**src/rtl/sntp_client_time_keeper_assert.svh**
```systemverilog
// ----------------------------------------------------------------------------
// SNTP time keeper assertion macros
// Shared concurrent assertion forms for the time keeper modules.
// ----------------------------------------------------------------------------
`ifndef SNTP_CLIENT_TIME_KEEPER_ASSERT_SVH
`define SNTP_CLIENT_TIME_KEEPER_ASSERT_SVH

// Same-cycle implication, disabled while reset is high.
`define STK_ASSERT_IMPLIES(label, clk, rst, ante, cons, msg) \
  label: assert property (@(posedge clk) disable iff (rst) (ante) |-> (cons)) \
    else $error(msg);

// Next-cycle implication, disabled while reset is high.
`define STK_ASSERT_NEXT(label, clk, rst, ante, cons, msg) \
  label: assert property (@(posedge clk) disable iff (rst) (ante) |=> (cons)) \
    else $error(msg);

`endif

```
**src/rtl/sntp_tk_pkg.sv**
```systemverilog
// ----------------------------------------------------------------------------
// SNTP time keeper package
// Types, register codes and constants shared by the time keeper modules.
// ----------------------------------------------------------------------------
package sntp_tk_pkg;

  // Seconds from 1900-01-01 to 1970-01-01.
  localparam logic [31:0] NTP_UNIX_OFFSET = 32'd2208988800;

  // floor(x / 1000) == (x * MS_DIV_MAGIC) >> MS_DIV_SHIFT for every 32-bit x.
  localparam logic [31:0] MS_DIV_MAGIC = 32'h10624DD3;
  localparam int          MS_DIV_SHIFT = 38;
  localparam int          QUOT_W       = 23;

  localparam logic [16:0] UTC_OFFSET_RST     = 17'd0;
  localparam logic [31:0] SYNC_INTERVAL_RST  = 32'd900000;
  localparam logic [31:0] RETRY_INTERVAL_RST = 32'd5000;
  localparam logic [31:0] REPLY_TIMEOUT_RST  = 32'd3000;

  typedef enum logic [1:0] {
    CFG_UTC_OFFSET     = 2'd0,
    CFG_SYNC_INTERVAL  = 2'd1,
    CFG_RETRY_INTERVAL = 2'd2,
    CFG_REPLY_TIMEOUT  = 2'd3
  } cfg_index_t;

  typedef struct packed {
    logic [16:0] utc_offset_seconds;
    logic [31:0] sync_interval_ms;
    logic [31:0] retry_interval_ms;
    logic [31:0] reply_timeout_ms;
  } cfg_t;

  typedef struct packed {
    logic [31:0] now_ms;
    logic        send_accepted;
    logic        reply_present;
    logic [31:0] reply_seconds;
  } poll_t;

  typedef struct packed {
    logic send_request;
    logic sync_done;
    logic timed_out;
    logic is_synced;
  } flags_t;

  // Scheduler stage: flags, base epoch and milliseconds since base.
  typedef struct packed {
    flags_t      flags;
    logic [31:0] base_epoch;
    logic [31:0] elapsed_ms;
  } sched_t;

  // Divider stage: flags, base epoch and whole seconds since base.
  typedef struct packed {
    flags_t            flags;
    logic [31:0]       base_epoch;
    logic [QUOT_W-1:0] elapsed_s;
  } secs_t;

endpackage

```
**src/rtl/sntp_tk_sched.sv**
```systemverilog
// ----------------------------------------------------------------------------
// SNTP time keeper scheduler
// Holds the sync state, decides request, reply and timeout for each poll.
// ----------------------------------------------------------------------------
module sntp_tk_sched (
  input  logic                clk,
  input  logic                rst,
  input  sntp_tk_pkg::cfg_t   cfg,
  input  logic                fire,
  input  sntp_tk_pkg::poll_t  poll,
  output sntp_tk_pkg::sched_t sched
);
  import sntp_tk_pkg::*;

  logic        synced;
  logic        pending;
  logic        attempt_seen;
  logic [31:0] base_epoch;
  logic [31:0] base_ms;
  logic [31:0] last_attempt_ms;
  logic [31:0] sent_ms;

  logic        due;
  logic        issue;
  logic        start;
  logic        done;
  logic        tmo;
  logic        synced_next;
  logic        pending_next;
  logic [31:0] base_epoch_next;
  logic [31:0] reply_epoch;
  logic [31:0] offset_ext;
  logic [31:0] since_attempt;
  logic [31:0] since_base;
  logic [31:0] since_sent;

  always_comb begin
    offset_ext    = {{15{cfg.utc_offset_seconds[16]}}, cfg.utc_offset_seconds};
    since_attempt = poll.now_ms - last_attempt_ms;
    since_base    = poll.now_ms - base_ms;
    since_sent    = poll.now_ms - sent_ms;
    reply_epoch   = poll.reply_seconds - NTP_UNIX_OFFSET + offset_ext;

    if (synced) begin
      due = since_base > cfg.sync_interval_ms;
    end else begin
      due = !attempt_seen || (since_attempt > cfg.retry_interval_ms);
    end

    issue = !pending && due;
    start = issue && poll.send_accepted;
    // A request started at this poll has zero elapsed time, so only an older
    // pending request can time out.
    done  = (pending || start) && poll.reply_present;
    tmo   = pending && !poll.reply_present && (since_sent > cfg.reply_timeout_ms);

    synced_next     = synced || done;
    pending_next    = (pending || start) && !done && !tmo;
    base_epoch_next = done ? reply_epoch : base_epoch;
  end

  always_ff @(posedge clk) begin
    if (rst) begin
      synced       <= 1'b0;
      pending      <= 1'b0;
      attempt_seen <= 1'b0;
    end else if (fire) begin
      synced  <= synced_next;
      pending <= pending_next;
      if (issue) begin
        attempt_seen <= 1'b1;
      end
    end
  end

  always_ff @(posedge clk) begin
    if (fire) begin
      base_epoch <= base_epoch_next;
      if (done) begin
        base_ms <= poll.now_ms;
      end
      if (issue) begin
        last_attempt_ms <= poll.now_ms;
      end
      if (start) begin
        sent_ms <= poll.now_ms;
      end
      sched.flags.send_request <= issue;
      sched.flags.sync_done    <= done;
      sched.flags.timed_out    <= tmo;
      sched.flags.is_synced    <= synced_next;
      sched.base_epoch         <= base_epoch_next;
      sched.elapsed_ms         <= done ? 32'd0 : since_base;
    end
  end

`include "sntp_client_time_keeper_assert.svh"

  `STK_ASSERT_IMPLIES(a_no_issue_pending, clk, rst, fire && pending, !issue, "request while pending")
  `STK_ASSERT_IMPLIES(a_done_xor_tmo, clk, rst, fire, !(done && tmo), "reply and timeout together")
  `STK_ASSERT_NEXT(a_synced_sticky, clk, rst, synced, synced, "sync state lost")

endmodule

```
**src/rtl/sntp_tk_div.sv**
```systemverilog
// ----------------------------------------------------------------------------
// SNTP time keeper seconds divider
// Turns elapsed milliseconds into whole seconds by a reciprocal multiply.
// ----------------------------------------------------------------------------
module sntp_tk_div (
  input  logic                clk,
  input  logic                load,
  input  sntp_tk_pkg::sched_t sched,
  output sntp_tk_pkg::secs_t  secs
);
  import sntp_tk_pkg::*;

  logic [63:0] product;

  assign product = 64'(sched.elapsed_ms) * 64'(MS_DIV_MAGIC);

  always_ff @(posedge clk) begin
    if (load) begin
      secs.flags      <= sched.flags;
      secs.base_epoch <= sched.base_epoch;
      secs.elapsed_s  <= product[MS_DIV_SHIFT +: QUOT_W];
    end
  end

endmodule

```
**src/rtl/sntp_client_time_keeper.sv**
```systemverilog
// ----------------------------------------------------------------------------
// SNTP client time keeper
// Poll scheduler for an SNTP client: issues requests, tracks the pending
// request, takes replies and keeps an interpolated local epoch.
// ----------------------------------------------------------------------------
//
//  channel  | handshake            | payload
//  ---------+----------------------+-------------------------------------------
//  poll in  | in_valid / in_stall  | now_ms, send_accepted, reply_present,
//           |                      | reply_seconds
//  result   | out_valid / out_stall| send_request, sync_done, timed_out,
//           |                      | is_synced, local_epoch
//  config   | cfg_write            | cfg_index, cfg_data
//
//  One poll per cycle sustained while the result channel is not stalled; a
//  poll's result passes through four registers in all (input register,
//  scheduler, reciprocal multiply, epoch add) before it stands at the outputs.
//  The rate is set by the scheduler state loop.
//  Reset (rst, synchronous) empties the pipeline, clears the sync state and
//  loads the default intervals.
//  Each stage holds while the one after it is full and stalled; bubbles
//  still drain forward, so a stalled result does not stop new polls at once.
//
module sntp_client_time_keeper (
  input  logic        clk,
  input  logic        rst,

  input  logic        cfg_write,
  input  logic [1:0]  cfg_index,
  input  logic [31:0] cfg_data,

  input  logic        in_valid,
  output logic        in_stall,
  input  logic [31:0] now_ms,
  input  logic        send_accepted,
  input  logic        reply_present,
  input  logic [31:0] reply_seconds,

  output logic        out_valid,
  input  logic        out_stall,
  output logic        send_request,
  output logic        sync_done,
  output logic        timed_out,
  output logic        is_synced,
  output logic [31:0] local_epoch
);
  import sntp_tk_pkg::*;

  cfg_t   cfg;
  poll_t  poll;
  sched_t sched;
  secs_t  secs;

  logic   poll_valid;
  logic   sched_valid;
  logic   secs_valid;

  logic   out_ready;
  logic   secs_ready;
  logic   sched_ready;
  logic   poll_ready;
  logic   in_fire;
  logic   sched_fire;
  logic   secs_fire;
  logic   out_fire;

  logic [31:0] epoch_next;

  // Configuration registers; the user must write them only while the block is idle, the block does not enforce it.
  always_ff @(posedge clk) begin
    if (rst) begin
      cfg.utc_offset_seconds <= UTC_OFFSET_RST;
      cfg.sync_interval_ms   <= SYNC_INTERVAL_RST;
      cfg.retry_interval_ms  <= RETRY_INTERVAL_RST;
      cfg.reply_timeout_ms   <= REPLY_TIMEOUT_RST;
    end else if (cfg_write) begin
      unique case (cfg_index_t'(cfg_index))
        CFG_UTC_OFFSET:     cfg.utc_offset_seconds <= cfg_data[16:0];
        CFG_SYNC_INTERVAL:  cfg.sync_interval_ms   <= cfg_data;
        CFG_RETRY_INTERVAL: cfg.retry_interval_ms  <= cfg_data;
        CFG_REPLY_TIMEOUT:  cfg.reply_timeout_ms   <= cfg_data;
      endcase
    end
  end

  // Stage ready chain: a stage can load when empty or when it empties now.
  assign out_ready   = !out_valid || !out_stall;
  assign secs_ready  = !secs_valid || out_ready;
  assign sched_ready = !sched_valid || secs_ready;
  assign poll_ready  = !poll_valid || sched_ready;

  assign in_stall   = !poll_ready;
  assign in_fire    = in_valid && poll_ready;
  assign sched_fire = poll_valid && sched_ready;
  assign secs_fire  = sched_valid && secs_ready;
  assign out_fire   = secs_valid && out_ready;

  always_ff @(posedge clk) begin
    if (rst) begin
      poll_valid  <= 1'b0;
      sched_valid <= 1'b0;
      secs_valid  <= 1'b0;
      out_valid   <= 1'b0;
    end else begin
      if (poll_ready) begin
        poll_valid <= in_valid;
      end
      if (sched_ready) begin
        sched_valid <= poll_valid;
      end
      if (secs_ready) begin
        secs_valid <= sched_valid;
      end
      if (out_ready) begin
        out_valid <= secs_valid;
      end
    end
  end

  // Input register: capture the poll.
  always_ff @(posedge clk) begin
    if (in_fire) begin
      poll.now_ms        <= now_ms;
      poll.send_accepted <= send_accepted;
      poll.reply_present <= reply_present;
      poll.reply_seconds <= reply_seconds;
    end
  end

  // Advance the sync state once per poll as it leaves the input register.
  sntp_tk_sched u_sched (
    .clk   (clk),
    .rst   (rst),
    .cfg   (cfg),
    .fire  (sched_fire),
    .poll  (poll),
    .sched (sched)
  );

  sntp_tk_div u_div (
    .clk   (clk),
    .load  (secs_fire),
    .sched (sched),
    .secs  (secs)
  );

  // Local epoch: base plus whole seconds; zero until the first reply.
  assign epoch_next = secs.flags.is_synced ?
                      secs.base_epoch + 32'(secs.elapsed_s) : 32'd0;

  always_ff @(posedge clk) begin
    if (out_fire) begin
      send_request <= secs.flags.send_request;
      sync_done    <= secs.flags.sync_done;
      timed_out    <= secs.flags.timed_out;
      is_synced    <= secs.flags.is_synced;
      local_epoch  <= epoch_next;
    end
  end

`include "sntp_client_time_keeper_assert.svh"

  `STK_ASSERT_IMPLIES(a_unsynced_zero, clk, rst, out_valid && !is_synced, local_epoch == 32'd0, "epoch nonzero while unsynced")

endmodule

```
**config.mk**
```make
export PLATFORM = sky130hd
export DESIGN_NAME = sntp_client_time_keeper
export DESIGN_NICKNAME = d
export VERILOG_FILES = /design/src/rtl/sntp_tk_pkg.sv /design/src/rtl/sntp_tk_sched.sv /design/src/rtl/sntp_tk_div.sv /design/src/rtl/sntp_client_time_keeper.sv
export VERILOG_INCLUDE_DIRS = /design/src /design/src/rtl
export SDC_FILE = /design/constraint.sdc
export NUM_CORES = 2
export LEC_CHECK = 0
export BUFFER_PORTS_ARGS = -buffer_cell sky130_fd_sc_hd__buf_2
export CAP_MARGIN = 25
export CORE_MARGIN = 2
export CORE_UTILIZATION = 45
export DETAILED_ROUTE_END_ITERATION = 12
export PLACE_DENSITY = 0.6
export SETUP_SLACK_MARGIN = 0.02
export SLEW_MARGIN = 15
export SYNTH_ARGS = -nofsm -noshare
export SYNTH_HDL_FRONTEND = slang
export SYNTH_SLANG_ARGS = --single-unit
```
**constraint.sdc**
```tcl
create_clock -name clk -period 6.8 [get_ports clk]
set_input_delay 1.02 -clock clk [delete_from_list [all_inputs] [get_ports clk]]
set_output_delay 1.02 -clock clk [all_outputs]
set_load 0.01 [all_outputs]
```
==> flow_summary.ini <==
[synth]
synthArstFlopShare = 0
ys_warn_count = 0
synth_edf_count = 325
yosysUniqueCellTypes = 88
synth-main-ff-cell = edfxtp_1
syn-num-nets = 4859
synth.top_cell.area_share = 0.250
synth_common_cells = inv_1 (799), ha_1 (661), edfxtp_1 (325)
syn_area_sq_mm = 0.0390
yosys-top-cells-area = edfxtp_1 (25%), ha_1 (21%), fa_1 (16%)
postSynthAreaPerCell_sq_um = 10.3
ys_seq_area_frac = 0.312
synth-seq-cells = 445
yosys.area.top_type = edfxtp_1
synth_most_common_cell = inv_1
syn_inst = 3790

[die]
ioPinCount = 143
rows = 107
coreArea_sq_mm = 0.0855
die_h_microns = 298
die_w_microns = 298
initial_core_util = 0.456
die_area_sq_mm = 0.0890

[layout]
nets = 5248
drive_gt1_frac = 0.146
stdcell_area_sq_mm = 0.0455
syn_to_final_growth_pct = 16.7

[placed_design]
gp_congestion = 0.911
place_area_sq_mm = 0.0426
numPortBuffers = 142
dp_hpwl_microns = 80900

[grt]
grt_pass1_vias = 27615
grt_pass1_wl_microns = 151000
track_usage = 0.219
grt_max_degree = 81
grt.overflow.total = 0
antenna_found_initial = 2

[clocking]
clk_latency_ns = 0.63
h-tree-depth = 2
cts_hold_buffers = 0
clock_path_buffers = 3
cts_tree = done
clk_pin_slew_ns = 0.06
cts_root_buffer = clkbuf_16
cts_buffers = 52
clock-sinks = 445

[routing]
firstDrtPassIters = 5
totalWireLength_microns = 98100
ant_nets = 0
drc = 0
wl_per_cell_microns = 18.3
top_layer = met4
m1WireLength_microns = 44600
wl_met3_microns = 3340
vias = 27412
via_per_inst = 5.11
wl_met2_microns = 46900
drt_iter0_markers = 1298

[min_path]
hp-class = reg -> reg

[sta]
slew_headroom = 0.306
worstMarginPinSlew_ns = 1.04
hold_viol = 0
drv_slew = 0
rsz0062_at_grt = yes
skew_ns = 0.0378
setup_viol = 15
min_period_ns = 7.09
worst_hold_slack_ns = 0.402
fmax_mhz = 141
finalCritPeriodShare = 1.04
finalWorstSetupSlack_ns = -0.288

[worst_setup_path]
start_kind = flop
crit_fanout = 5
crit_path_frequent_cell = fa_1
crit_arrival_ns = 7.47
crit_required_ns = 7.18
cp_slowest_cell = fa_1
crit_path_end_kind = flop
crit_type = reg -> reg
crit_chain = ha_1 > fa_1 > ha_1 > fa_1 > fa_1 > fa_2 > fa_1 > inv_1 > fa_1 > inv_2 > ha_4 > and3_4 > nand3_2 > or4_4 > a211oi_4 > o21ai_2 > a31oi_4 > buf_6 > and2_4 > o21a_1 > nor2_1 > xnor2_1
slowest_delay_ns = 0.60

[status]
status = finished with violations
failed_checks = negative setup slack

[run]
maxCapViolCount = 0
[through the flow]
stage | std cells | TNS (ns) | util | worst slack (ns)
final | 5368 | -2.57 | 0.531 | -0.288
after global routing | 5367 | -6.70 | 0.531 | -0.532
after CTS | 5352 | -2.97 | 0.526 | -0.301
after detailed placement | 5221 | -4.76 | 0.498 | -0.435
after global placement | 5220 | -3.43 | 0.498 | -0.352
after floorplan | 3790 | 0 | - | 0.00888
[worst max-delay path, delay by kind of cell, from the launching register on]
| kind | cells | cell delay [ns] |
|---|---|---|
| flops | 1 | 0.57 |
| compound gates | 4 | 0.84 |
| simple gates | 5 | 1.03 |
| fa+ha+maj | 9 | 4.02 |
| xor+xnor | 1 | 0.12 |
| buf+inv | 3 | 0.24 |
[path summary, 6_finish.rpt]
kind	from	to	slack, ns	cells after the start
setup / recovery	u_sched.sched[18]	u_div.secs[7]	-0.29	22
hold / removal	u_sched.base_epoch[18]	u_div.secs[41]	0.40	0
setup reg to reg	u_sched.sched[18]	u_div.secs[7]	-0.29	22
hold reg to reg	u_sched.base_epoch[18]	u_div.secs[41]	0.40	0
[cell usage in the layout, fill, tap and decap left out, types with 22 or more instances in the layout]
cell / instances
clkbuf_16: 55
and3_1: 33
nor2_1: 109
nand3_1: 32
xor2_1: 40
nand2b_1: 22
nand2_1: 273
a21oi_1: 255
buf_4: 208
o21a_1: 33
ha_1: 623
edfxtp_1: 325
nor3_1: 30
nand4_1: 34
inv_1: 791
dfxtp_1: 120
nor2b_1: 61
a21o_1: 115
o21ai_0: 72
ha_4: 37
fa_1: 285
buf_6: 26
xnor2_1: 105
buf_2: 141
a211o_1: 30
and2_1: 29
[per-layer routing]
layer / global-route usage / up-vias
met2: 0.375 / 419
met1: 0.290 / 13267
met3: 0.0264 / 153
met4: 0.0695 / 0
li1: - / 13573
met5: 0 / -
[final cells by class]
type                            count  area [sq um]
Fill cell                        7655         40100
Multi-Input combinational cell   2500         24400
Sequential cell                   445         12200
Inverter                          800          3000
Timing Repair Buffer              380          2660
Clock buffer                       73          1490
Tap cell                         1144          1430
Clock inverter                     25           272
Antenna cell                        1          2.50
[flip-flops by register name, indices dropped and copies added, names as in the netlist, 32 cells and up]
signal,cells
cfg,113
local_epoch,32
poll,66
u_div.secs,59
u_sched.base_epoch,32
u_sched.base_ms,32
u_sched.last_attempt_ms,32
u_sched.sched,36
u_sched.sent_ms,32
[cells by family after synthesis]
family,after synthesis,synth area share
adders and majority gates,964,0.368
and+or+nand+nor,705,0.0882
DFF,445,0.312
muxes,2,0.000514
AOI/OAI and AO/OA,682,0.117
xor gates and xnor gates,147,0.0330
buffers and inverters,845,0.0814
[what timing repair did]
action,in CTS,in global routing
pin swaps,33,51
setup buffers,34,16
endpoints found under the setup margin,18,23
resized for setup,62,69
Power is not shown: default switching activity piles up to over one toggle a cycle in this logic, so the estimate is an artifact.
